===== src/rtl/ihex_pkg.sv =====
package ihex_pkg;

	localparam int unsigned CFG_ADDR_W = 3;
	localparam int unsigned CFG_DATA_W = 32;

	localparam logic [0:0] REG_RECORD_MARK = 1'b0;

	localparam logic [7:0] MARK_RESET = 8'h3A;
	localparam logic [7:0] CHAR_LF    = 8'h0A;
	localparam logic [7:0] CHAR_CR    = 8'h0D;
	localparam logic [23:0] TOTAL_MAX = 24'hFF_FFFF;

	typedef enum logic [2:0] {
		KIND_DATA      = 3'd0,
		KIND_RECORD_OK = 3'd1,
		KIND_BAD_MARK  = 3'd2,
		KIND_CHECKSUM  = 3'd3,
		KIND_BAD_HEX   = 3'd4
	} kind_t;

	// bit 4 set: not a hex digit
	function automatic logic [4:0] hex_value(input logic [7:0] c);
		logic [4:0] v;
		v = 5'h10;
		if (c >= 8'h30 && c <= 8'h39) begin
			v = {1'b0, c[3:0]};
		end else if ((c >= 8'h41 && c <= 8'h46) || (c >= 8'h61 && c <= 8'h66)) begin
			v = {1'b0, c[3:0] + 4'd9};
		end
		return v;
	endfunction

endpackage


===== src/rtl/intel_hex_record_parser_core.sv =====
// Intel HEX record parser.
// Input stream s_axis: one text character per request in tdata[7:0].
// Output stream m_axis: at most one result per character. tuser carries the
// result kind (data byte, record ok, bad mark, checksum error, bad hex digit);
// tdata carries data byte, address, record type, byte count and the running
// total of committed type 0 data bytes.
// Characters are decoded as they are taken: the record state updates in the
// cycle a character is accepted and the result lands in the output register,
// so a result appears in the cycle after its character. One character per cycle
// is sustained while m_axis_tready stays high; the output register is the only stage between the sides.
// The record mark is set over the APB port (register 0, reset ':'); the user
// must write it only while the stream is idle, which the block does not enforce.
// Reset returns the parser to idle with base address and total cleared and
// the output empty. While the receiver holds m_axis_tready low with a result
// pending, s_axis_tready drops and no further character is taken.
module intel_hex_record_parser_core (
	input  logic                               clk,
	input  logic                               arst_n,
	input  logic                               s_axis_tvalid,
	output logic                               s_axis_tready,
	input  logic [7:0]                         s_axis_tdata,  // char_in
	output logic                               m_axis_tvalid,
	input  logic                               m_axis_tready,
	// data_byte[7:0], byte_address[39:8], record_type[47:40],
	// byte_count[55:48], total_data_bytes[79:56]
	output logic [79:0]                        m_axis_tdata,
	output logic [2:0]                         m_axis_tuser,  // result_kind
	input  logic                               psel,
	input  logic                               penable,
	input  logic                               pwrite,
	input  logic [ihex_pkg::CFG_ADDR_W-1:0]    paddr,
	input  logic [ihex_pkg::CFG_DATA_W-1:0]    pwdata,
	output logic [ihex_pkg::CFG_DATA_W-1:0]    prdata,
	output logic                               pready
);
	import ihex_pkg::*;

	logic [7:0]  record_mark;

	logic        in_record_q, in_record_d;
	logic [9:0]  char_index_q, char_index_d;
	logic [3:0]  high_nibble_q, high_nibble_d;
	logic [7:0]  length_q, length_d;
	logic [15:0] offset_q, offset_d;
	logic [7:0]  type_q, type_d;
	logic [7:0]  sum_q, sum_d;
	logic [31:0] data_shift_q, data_shift_d;
	logic [31:0] base_q, base_d;
	logic [31:0] rec_addr_q, rec_addr_d;
	logic [23:0] total_q, total_d;

	logic        out_valid_q;
	kind_t       out_kind_q;
	logic [7:0]  out_byte_q, out_type_q, out_count_q;
	logic [31:0] out_addr_q;
	logic [23:0] out_total_q;

	logic        accept;
	logic        emit;
	kind_t       kind;
	logic [7:0]  res_byte, res_type, res_count;
	logic [31:0] res_addr;

	logic [4:0]  nib;
	logic [7:0]  byte_val;
	logic [8:0]  pos;
	logic [8:0]  data_idx;
	logic [8:0]  data_end;
	logic [24:0] total_sum;

	ihex_cfg u_cfg (
		.clk         (clk),
		.arst_n      (arst_n),
		.psel        (psel),
		.penable     (penable),
		.pwrite      (pwrite),
		.paddr       (paddr),
		.pwdata      (pwdata),
		.prdata      (prdata),
		.pready      (pready),
		.record_mark (record_mark)
	);

	assign s_axis_tready = !out_valid_q || m_axis_tready;
	assign accept        = s_axis_tvalid && s_axis_tready;

	assign nib       = hex_value(s_axis_tdata);
	assign byte_val  = {high_nibble_q, nib[3:0]};
	assign pos       = char_index_q[9:1];
	assign data_idx  = pos - 9'd4;
	assign data_end  = {1'b0, length_q} + 9'd4;
	assign total_sum = {1'b0, total_q} + {17'd0, length_q};

	always_comb begin
		in_record_d   = in_record_q;
		char_index_d  = char_index_q;
		high_nibble_d = high_nibble_q;
		length_d      = length_q;
		offset_d      = offset_q;
		type_d        = type_q;
		sum_d         = sum_q;
		data_shift_d  = data_shift_q;
		base_d        = base_q;
		rec_addr_d    = rec_addr_q;
		total_d       = total_q;
		emit          = 1'b0;
		kind          = KIND_DATA;
		res_byte      = '0;
		res_addr      = '0;
		res_type      = type_q;
		res_count     = length_q;

		if (!in_record_q) begin
			res_type  = '0;
			res_count = '0;
			if (s_axis_tdata == CHAR_LF || s_axis_tdata == CHAR_CR) begin
				// skipped
			end else if (s_axis_tdata == record_mark) begin
				in_record_d   = 1'b1;
				char_index_d  = '0;
				high_nibble_d = '0;
				length_d      = '0;
				offset_d      = '0;
				type_d        = '0;
				sum_d         = '0;
				data_shift_d  = '0;
			end else begin
				emit = 1'b1;
				kind = KIND_BAD_MARK;
			end
		end else if (nib[4]) begin
			emit        = 1'b1;
			kind        = KIND_BAD_HEX;
			in_record_d = 1'b0;
		end else if (!char_index_q[0]) begin
			high_nibble_d = nib[3:0];
			char_index_d  = char_index_q + 10'd1;
		end else begin
			char_index_d = char_index_q + 10'd1;
			sum_d        = sum_q + byte_val;
			if (pos == 9'd0) begin
				length_d = byte_val;
			end else if (pos <= 9'd2) begin
				offset_d = {offset_q[7:0], byte_val};
				// record address is fixed once the offset is complete
				rec_addr_d = base_q + {16'd0, offset_q[7:0], byte_val};
			end else if (pos == 9'd3) begin
				type_d = byte_val;
			end else if (pos < data_end) begin
				case (data_idx)
					9'd0:    data_shift_d = data_shift_q | {byte_val, 24'd0};
					9'd1:    data_shift_d = data_shift_q | {8'd0, byte_val, 16'd0};
					9'd2:    data_shift_d = data_shift_q | {16'd0, byte_val, 8'd0};
					9'd3:    data_shift_d = data_shift_q | {24'd0, byte_val};
					default: data_shift_d = data_shift_q;
				endcase
				if (type_q == 8'd0) begin
					emit     = 1'b1;
					kind     = KIND_DATA;
					res_byte = byte_val;
					res_addr = rec_addr_q + {23'd0, data_idx};
				end
			end else begin
				in_record_d = 1'b0;
				emit        = 1'b1;
				if (sum_d != 8'd0) begin
					kind = KIND_CHECKSUM;
				end else begin
					kind     = KIND_RECORD_OK;
					res_addr = rec_addr_q;
					if (type_q == 8'd4) begin
						base_d = {data_shift_q[31:16], 16'd0};
					end else if (type_q == 8'd5) begin
						base_d = data_shift_q;
					end else if (type_q == 8'd0) begin
						total_d = total_sum[24] ? TOTAL_MAX : total_sum[23:0];
					end
				end
			end
		end
	end

	always_ff @(posedge clk or negedge arst_n) begin
		if (!arst_n) begin
			in_record_q   <= 1'b0;
			char_index_q  <= '0;
			high_nibble_q <= '0;
			length_q      <= '0;
			offset_q      <= '0;
			type_q        <= '0;
			sum_q         <= '0;
			data_shift_q  <= '0;
			base_q        <= '0;
			rec_addr_q    <= '0;
			total_q       <= '0;
		end else if (accept) begin
			in_record_q   <= in_record_d;
			char_index_q  <= char_index_d;
			high_nibble_q <= high_nibble_d;
			length_q      <= length_d;
			offset_q      <= offset_d;
			type_q        <= type_d;
			sum_q         <= sum_d;
			data_shift_q  <= data_shift_d;
			base_q        <= base_d;
			rec_addr_q    <= rec_addr_d;
			total_q       <= total_d;
		end
	end

	always_ff @(posedge clk or negedge arst_n) begin
		if (!arst_n) begin
			out_valid_q <= 1'b0;
		end else if (accept && emit) begin
			out_valid_q <= 1'b1;
		end else if (m_axis_tready) begin
			out_valid_q <= 1'b0;
		end
	end

	always_ff @(posedge clk) begin
		if (accept && emit) begin
			out_kind_q  <= kind;
			out_byte_q  <= res_byte;
			out_addr_q  <= res_addr;
			out_type_q  <= res_type;
			out_count_q <= res_count;
			out_total_q <= total_d;
		end
	end

	assign m_axis_tvalid = out_valid_q;
	assign m_axis_tuser  = out_kind_q;
	assign m_axis_tdata  = {out_total_q, out_count_q, out_type_q, out_addr_q, out_byte_q};

	a_data_type_zero: assert property (@(posedge clk) disable iff (!arst_n)
		out_valid_q && out_kind_q == KIND_DATA |-> out_type_q == 8'd0)
		else $error("data byte from a record whose type is not zero");

	a_bad_mark_clean: assert property (@(posedge clk) disable iff (!arst_n)
		out_valid_q && out_kind_q == KIND_BAD_MARK
		|-> out_type_q == 8'd0 && out_count_q == 8'd0 && out_addr_q == 32'd0)
		else $error("bad mark result carries record fields");

	a_total_monotonic: assert property (@(posedge clk) disable iff (!arst_n)
		accept |=> total_q >= $past(total_q))
		else $error("committed total decreased");

	a_idle_no_data: assert property (@(posedge clk) disable iff (!arst_n)
		accept && !in_record_q && emit |-> kind == KIND_BAD_MARK)
		else $error("idle parser produced a record result");

endmodule


===== src/rtl/ihex_cfg.sv =====
module ihex_cfg (
	input  logic                               clk,
	input  logic                               arst_n,
	input  logic                               psel,
	input  logic                               penable,
	input  logic                               pwrite,
	input  logic [ihex_pkg::CFG_ADDR_W-1:0]    paddr,
	input  logic [ihex_pkg::CFG_DATA_W-1:0]    pwdata,
	output logic [ihex_pkg::CFG_DATA_W-1:0]    prdata,
	output logic                               pready,
	output logic [7:0]                         record_mark
);
	import ihex_pkg::*;

	logic [7:0] record_mark_q;
	logic       sel_mark;

	assign pready   = 1'b1;
	assign sel_mark = (paddr[2] == REG_RECORD_MARK);

	always_ff @(posedge clk or negedge arst_n) begin
		if (!arst_n) begin
			record_mark_q <= MARK_RESET;
		end else if (psel && penable && pwrite && pready && sel_mark) begin
			record_mark_q <= pwdata[7:0];
		end
	end

	always_comb begin
		prdata = '0;
		if (sel_mark) begin
			prdata = {{(CFG_DATA_W-8){1'b0}}, record_mark_q};
		end
	end

	assign record_mark = record_mark_q;

endmodule

===== config.mk =====
export PLATFORM = sky130hd
export DESIGN_NAME = intel_hex_record_parser_core
export DESIGN_NICKNAME = d
export VERILOG_FILES = /design/src/rtl/ihex_pkg.sv /design/src/rtl/intel_hex_record_parser_core.sv /design/src/rtl/ihex_cfg.sv
export SDC_FILE = /design/constraint.sdc
export NUM_CORES = 1
export LEC_CHECK = 0
export BUFFER_PORTS_ARGS = -buffer_cell sky130_fd_sc_hd__buf_2
export CAP_MARGIN = 10
export CORE_MARGIN = 2
export CORE_UTILIZATION = 60
export CTS_BUF_LIST = sky130_fd_sc_hd__clkbuf_8
export DETAILED_ROUTE_END_ITERATION = 10
export GPL_ROUTABILITY_DRIVEN = 0
export PLACE_DENSITY = 0.87
export SYNTH_ARGS = -nofsm -noshare
export SYNTH_HDL_FRONTEND = slang
export SYNTH_HIERARCHICAL = 1
export SYNTH_SLANG_ARGS = --single-unit

===== constraint.sdc =====
create_clock -name clk -period 6.8 [get_ports clk]
set_input_delay 0.68 -clock clk [delete_from_list [all_inputs] [get_ports clk]]
set_output_delay 0.68 -clock clk [all_outputs]
set_load 0.01 [all_outputs]

==> run_results.csv, run 1 <==
group,metric,value,unit
status,status,"complete, no violations",
route,detail-route-antenna-nets,0,
grt,grt_start_max_net_pins,94,
logic_synthesis,synth-compound-area-share,0.155,
finish,area_growth,11.3,%
timing,fmax,178,MHz
logic_synthesis,synthXorXnorAreaFrac,0.0347,
clock_tree,cts_hold_buffers,0,
power_and_ir_drop,total_power,0.00369,W
floorplan,core,23600,um2
worst_setup_path,crit_fanout,16,
route,vias,12100,
logic_synthesis,ys_top_cells_by_area,"dfrtp_1, edfxtp_1, ha_1",
worst_setup_path,worstSetupPathType,"in2reg",
timing,slew_violations,0,
worst_setup_path,startpoint,"s_axis_tdata[1]",
logic_synthesis,ys_seq_elements,259,
logic_synthesis,ys.flop_type,"dfrtp_1",
clock_tree,cts_tree,"done",
grt,antenna_found_initial,0,
timing,tightestPinTransition,1140,ps
route,avgRoutedWirePerCell,18.5,um
clock_tree,clkSinkCount,259,
timing,final_hold_viol_count,0,
placed_design,pre_cts_slack,763,ps
worst_setup_path,rr_startpoint,"length_q[2]",
worst_setup_path,critPathMaxStageDelay,800,ps
route,drc_errors,0,
clock_tree,cts_root_buf,"clkbuf_8",
finish,fillers,1700,
worst_setup_path,cp_common_cell,"inv_1",
placed_design,port_buffers,116,
logic_synthesis,synthTopCellsByCount,"nand2_1, dfrtp_1, o21ai_0",
finish,regArea,6900,um2
clock_tree,cts_resized,0,
route,drtIter0Drc,1350,
power_and_ir_drop,p_per_area,228,nW/um2
finish,final_nets,1701,
timing,finalSetupTns,0,ps
clock_tree,clkLatencyLatePin,560,ps
grt,grt_pass1_vias,11700,
logic_synthesis,yosys_warnings,6,
timing,fin_worst_skew,28.5,ps
finish,multi_input_area,7040,um2
worst_setup_path,r2r_slack,2160,ps
placed_design,hpwl,25300,um
logic_synthesis,synth_top_area_frac,0.296,
logic_synthesis,synth_top_family_by_area,"simple AND/OR/NAND/NOR gates",
worst_setup_path,crit_chain,"buf_2 -> inv_1 -> ha_1 -> inv_1 -> o311ai_0 -> nor2_1 -> a21oi_1 -> inv_1 -> ha_1 -> a211oi_1 -> o21bai_1 -> a2111oi_0 -> nand4_1 -> nor4_4 -> and2_1 -> buf_4 -> o21ai_0",
power_and_ir_drop,leakage,7.09,nW
flow_run,drv_cap,0,
timing,fin_ws,1190,ps
logic_synthesis,muxShareOfSynthArea,0.0469,
power_and_ir_drop,ir_drop,0.000111,V
logic_synthesis,yosys.area.top_type,"dfrtp_1",
finish,drive_above_1_share,0.165,
logic_synthesis,synthCells,1477,
floorplan,dieArea,25500,um2
finish,fin_util,0.684,
grt,grt_usage,0.280,
clock_tree,cts_buffers,43,
floorplan,die_w,160,um
logic_synthesis,synth_area,14500,um2
clock_tree,postCtsSetupRepairBufs,0,
timing,setup_violations,0,
floorplan,fp-row-count,56,
route,via_per_inst,6.21,
placed_design,dp.cells,1863,
logic_synthesis,synth_fa_ha_area_frac,0.0555,
floorplan,num_io_pins,168,
timing,relSlewSlack,0.241,
route,drt_first_pass_iters,9,
worst_setup_path,slowest_stage,"o311ai_0",
logic_synthesis,synth.most_common_cell,"nand2_1",
logic_synthesis,synth_cell_types,77,
worst_setup_path,critPathArrivalTime,6030,ps
grt,grt-ovfl-total,0,
timing,rsz0062_at_grt,"false",
grt,grt_first_pass_wirelength,58100,um
route,wl,35900,um
logic_synthesis,ys_seq_area_frac,0.475,
floorplan,die_h,160,um
clock_tree,cts.path.max_buffers,3,
hold_path,hp-class,"in2async",
worst_setup_path,cp-end-kind,"flip-flop",
logic_synthesis,synth_simple_gate_area_share,0.185,
logic_synthesis,synth_edf_count,83,
clock_tree,htreeDepth,2,
logic_synthesis,ys_async_sr_fraction,0.680,
timing,fin_crit_sh,0.825,
worst_setup_path,required,7220,ps
floorplan,initial_core_util,0.615,
timing,fin_crit,5610,ps
clock_tree,path_clk_slew,60,ps
logic_synthesis,syn_area_per_cell,9.83,um2
worst_setup_path,crit_path_start_kind,"primary input",
finish,layoutNonFillerInstCount,1943,
-- path summary, 6_finish.rpt --
kind,end,depth (start not counted)
worst max-delay path,base_q[13],17
min in group clk,u_cfg/record_mark[1],2
worst max register to register,out_addr_q[28],11
worst min register to register,data_shift_q[28],2
worst min-delay path,rec_addr_q[31],1
max in group asynchronous,sum_q[2],2
-- layout make-up --
class | count | share of cell area
timing repair buffer | 134 | 0.0447
clock buffer | 51 | 0.0434
sequential | 259 | 0.427
inverter | 61 | 0.0142
tap | 319 | 0.0247
clock inverter | 28 | 0.0103
multi-input combinational | 1090 | 0.435
antenna | 1 | 0.000155
-- cell usage in the layout (no fill, tap or decap), types with 6 or more instances in the layout --
master,Yosys,final
and4_1,14,14
and2_1,35,35
edfxtp_1,83,83
mux2_2,40,40
nand2_1,173,172
or3_1,15,15
xnor2_1,22,22
xor2_1,33,33
nand4_1,43,43
buf_4,28,18
a211oi_1,9,9
buf_2,9,115
o21ai_0,142,142
a31oi_1,26,26
nor3b_1,6,6
nor2_1,68,67
clkinv_1,0,6
a41oi_1,11,11
conb_1,2,25
o31ai_1,9,9
mux2i_1,23,23
or4_1,8,8
inv_1,61,74
ha_1,58,58
a21o_1,20,20
a22o_1,10,10
nand2b_1,10,10
a21oi_1,79,79
and2b_2,8,8
and3_1,17,17
o21a_1,9,9
nand3_1,48,48
o21bai_1,7,7
dfrtp_1,172,172
nor4_1,11,11
or2_2,7,7
clkinv_2,0,7
nor3_1,29,29
clkbuf_8,0,51
o211ai_1,7,7
-- registers in the layout, indices dropped and copies added, names as in the netlist, 10 cells and up --
name and flops:
rec_addr_q 32, out_addr_q 32, data_shift_q 32, total_q 24, out_total_q 24, base_q 32
char_index_q 10
-- routing by layer --
| metal | global-route usage | up-vias | routed length (um) |
|---|---|---|---|
| met2 | 0.463 | 595 | 17400 |
| li1 | - | 5589 | - |
| met3 | 0.0526 | 113 | 2960 |
| met4 | 0.125 | 0 | 1220 |
| met1 | 0.360 | 5764 | 14300 |
| met5 | 0 | - | 0 |
-- power by group --
part	leakage (nW)	internal [W]	switching, W	total, W
logic	3.48	0.000163	0.000355	0.000518
registers	3.12	0.00173	0.0000568	0.00179
clock network	0.501	0.000757	0.000624	0.00138
-- critical path: cells and delay by family --
family	cells	cell delay [ps]
AO/OA/AOI/OAI	6	2250
adder cells (fa/ha/maj)	2	430
buffers and inverters	5	850
AND/OR/NAND/NOR	4	1800
-- kinds of logic (layout without fill, tap and decap cells) --
logic type               Yosys count  count (layout)
other                              2              26
flip-flops                       259             259
AO/OA/AOI/OAI                    369             369
buffers and inverters            151             274
multiplexers                      63              63
XOR/XNOR                          56              56
AND/OR/NAND/NOR                  515             515
adder cells (fa/ha/maj)           62              62
-- stage by stage --
stage,instance area (um2),hold slack [ps]
after floorplan,14600,384
after global placement,15300,461
after detailed placement,15300,471
after CTS,16200,255
after global routing,16200,296
final,16200,203
(Power assumes the default switching activity.)
==> run 2, diff against run 1 <==
Settings changed: ABC_AREA from default to 1, PLACE_DENSITY 0.87 to 0.86.
Clock period 6.8 ns to 5.6 ns, I/O delays scaled along.
==> run_results.csv, run 2 <==
group,metric,value,unit
clock_tree,cts.path.max_buffers,3,
timing,fin_worst_skew,29.3,ps
floorplan,die_w,163,um
clock_tree,cts_resized,0,
finish,layout_commonest_cell,"nand2_1",
grt,grt_start_max_net_pins,80,
power_and_ir_drop,total_power,0.00563,W
floorplan,num_io_pins,168,
grt,grt_pass1_vias,12500,
timing,finalSetupTns,0,ps
timing,fin_crit_sh,0.803,
worst_setup_path,cp_common_cell,"nand2_1",
worst_setup_path,worst_r2r_path_depth,11,
floorplan,die_h,163,um
status,status,"complete, no violations",
route,detail-route-antenna-nets,0,
route,drtIter0Drc,1348,
worst_setup_path,rr_endpoint,"out_addr_q[25]",
logic_synthesis,synthTopCellsByCount,"nand2_1, inv_1, dfrtp_1",
clock_tree,htreeDepth,2,
logic_synthesis,synth_edf_count,83,
placed_design,hpwl,26700,um
finish,antenna_cells,0,
grt,grt_first_pass_wirelength,60500,um
hold_path,hp-class,"in2async",
finish,layout_common_cells,"nand2_1, inv_1, dfrtp_1",
route,wl,37200,um
route,avgRoutedWirePerCell,15.6,um
worst_setup_path,cp.depth,21,
floorplan,dieArea,26600,um2
route,via_per_inst,5.66,
worst_setup_path,cp-end-kind,"flip-flop",
logic_synthesis,synth_top_area_frac,0.283,
flow_run,drv_cap,0,
worst_setup_path,crit_chain,"buf_2 -> inv_1 -> ha_1 -> nand2_1 -> nand3_1 -> nand2_2 -> o21ai_0 -> inv_1 -> ha_1 -> nand2_1 -> inv_1 -> nand2_1 -> nand2_1 -> nand2_1 -> nand2_1 -> nand3_1 -> nor2_1 -> nand2_1 -> nor2_4 -> clkinv_1 -> o21ai_0",
clock_tree,cts_root_buf,"clkbuf_8",
logic_synthesis,synth_cell_types,55,
placed_design,port_buffers,116,
worst_setup_path,worstSetupPathType,"in2reg",
logic_synthesis,ys.flop_type,"dfrtp_1",
route,vias,13500,
logic_synthesis,synth.most_common_cell,"nand2_1",
clock_tree,cts_tree,"done",
route,drt_first_pass_iters,6,
worst_setup_path,r2r_slack,1990,ps
route,drc_errors,0,
timing,fin_crit,4500,ps
power_and_ir_drop,p_per_area,333,nW/um2
worst_setup_path,critPathBufInv,5,
floorplan,core,25000,um2
worst_setup_path,crit_end,"out_addr_q[12]",
grt,antenna_found_initial,0,
finish,final_nets,2136,
clock_tree,clkLatencyLatePin,570,ps
timing,final_hold_viol_count,0,
timing,fmax,222,MHz
worst_setup_path,rr_startpoint,"length_q[2]",
worst_setup_path,startpoint,"s_axis_tdata[0]",
finish,area_growth,11.0,%
grt,grt-ovfl-total,0,
logic_synthesis,yosys_warnings,6,
worst_setup_path,required,5940,ps
power_and_ir_drop,ir_drop,0.000210,V
clock_tree,clkSinkCount,259,
finish,fin_util,0.675,
timing,hold_slack,60.9,ps
logic_synthesis,ys_async_sr_fraction,0.680,
clock_tree,path_clk_slew,60,ps
power_and_ir_drop,leakage,8.24,nW
clock_tree,cts_buffers,42,
worst_setup_path,critPathMaxStageDelay,710,ps
logic_synthesis,synth_area,15200,um2
floorplan,initial_core_util,0.608,
grt,grt_usage,0.281,
timing,relSlewSlack,0.321,
worst_setup_path,critPathArrivalTime,4840,ps
logic_synthesis,ys_seq_area_frac,0.454,
clock_tree,cts_hold_buffers,0,
worst_setup_path,crit_path_start_kind,"primary input",
finish,fillers,1977,
floorplan,fp-row-count,58,
logic_synthesis,ys_top_cells_by_area,"dfrtp_1, edfxtp_1, nand2_1",
timing,slew_violations,0,
logic_synthesis,ys_seq_elements,259,
worst_setup_path,cpLargestDelayFamily,"simple AND/OR/NAND/NOR gates",
clock_tree,postCtsSetupRepairBufs,0,
finish,drive_above_1_share,0.126,
timing,tightestPinTransition,1020,ps
logic_synthesis,synthCells,1897,
logic_synthesis,yosys.area.top_type,"dfrtp_1",
timing,rsz0062_at_grt,"false",
timing,setup_violations,0,
logic_synthesis,syn_area_per_cell,8.02,um2
worst_setup_path,crit_fanout,19,
worst_setup_path,slowest_stage,"o21ai_0",
run 2: changes by cell type after synthesis, sizes merged, moves of 16 or more:
cell | previous run | this run
a31oi | 26 | 5
and3 | 17 | 1
o21ai | 145 | 193
inv | 61 | 262
nand2 | 173 | 522
and2 | 37 | 0
nand3 | 48 | 119
mux2i | 23 | 0
mux2 | 40 | 0
nor2 | 68 | 127
clkbuf | 51 | 23
run 2: kinds of logic (layout without fill, tap and decap cells):
family	after synthesis	count (layout)	synth area share
AO/OA/AOI/OAI	321	321	0.118
XOR/XNOR	40	40	0.0235
buffers and inverters	331	468	0.0916
AND/OR/NAND/NOR	882	882	0.260
flip-flops	259	259	0.454
adder cells (fa/ha/maj)	62	62	0.0530
other	2	25	0.000494
run 2: worst min path at each step:
stage / start / endpoint / slack, ps / cells past startpoint
after floorplan: arst_n / base_q[0] / 260 / 0
after global placement: u_cfg/record_mark[1] / u_cfg/record_mark[1] / 470 / 2
after detailed placement: base_q[8] / base_q[8] / 480 / 2
after CTS: arst_n / rec_addr_q[2] / 60 / 1
after global routing: arst_n / data_shift_q[18] / 110 / 1
final: arst_n / data_shift_q[18] / 60 / 1
run 2: cell type report:
class	instances	area (um2)	share of cell area
Multi-Input combinational cell	1330	7020	0.416
Sequential cell	259	6900	0.409
Inverter	264	991	0.0587
Clock buffer	50	688	0.0407
Timing Repair Buffer	127	682	0.0404
Tap cell	330	413	0.0244
Clock inverter	27	191	0.0113
run 2: per-layer routing:
metal  wire length (um)  global-route usage
met1              15500               0.386
met2              16800               0.437
met3               3740              0.0607
met4               1120               0.109
met5                  0                   0
run 2: worst register-to-register path: cells and delay by family, from the launching register on:
kind            cells  cell delay (ps)
compound gates      2              860
fa+ha+maj           2              550
buf+inv             1              390
flops               1              470
simple gates        6              890
run 2: through the flow:
stage	instance area (um2)	setup WS, ps	std cells
floorplan	15300	757	1920
finish	16900	1100	2387
detailed placement	16000	721	2310
CTS	16900	1150	2387
global route	16900	840	2387
global placement	16000	824	2310
run 2: where the power goes:
part | total [W] | internal [W] | switching (W)
combinational | 0.00143 | 0.000481 | 0.000949
sequential | 0.00248 | 0.00226 | 0.000218
clock | 0.00172 | 0.000951 | 0.000772
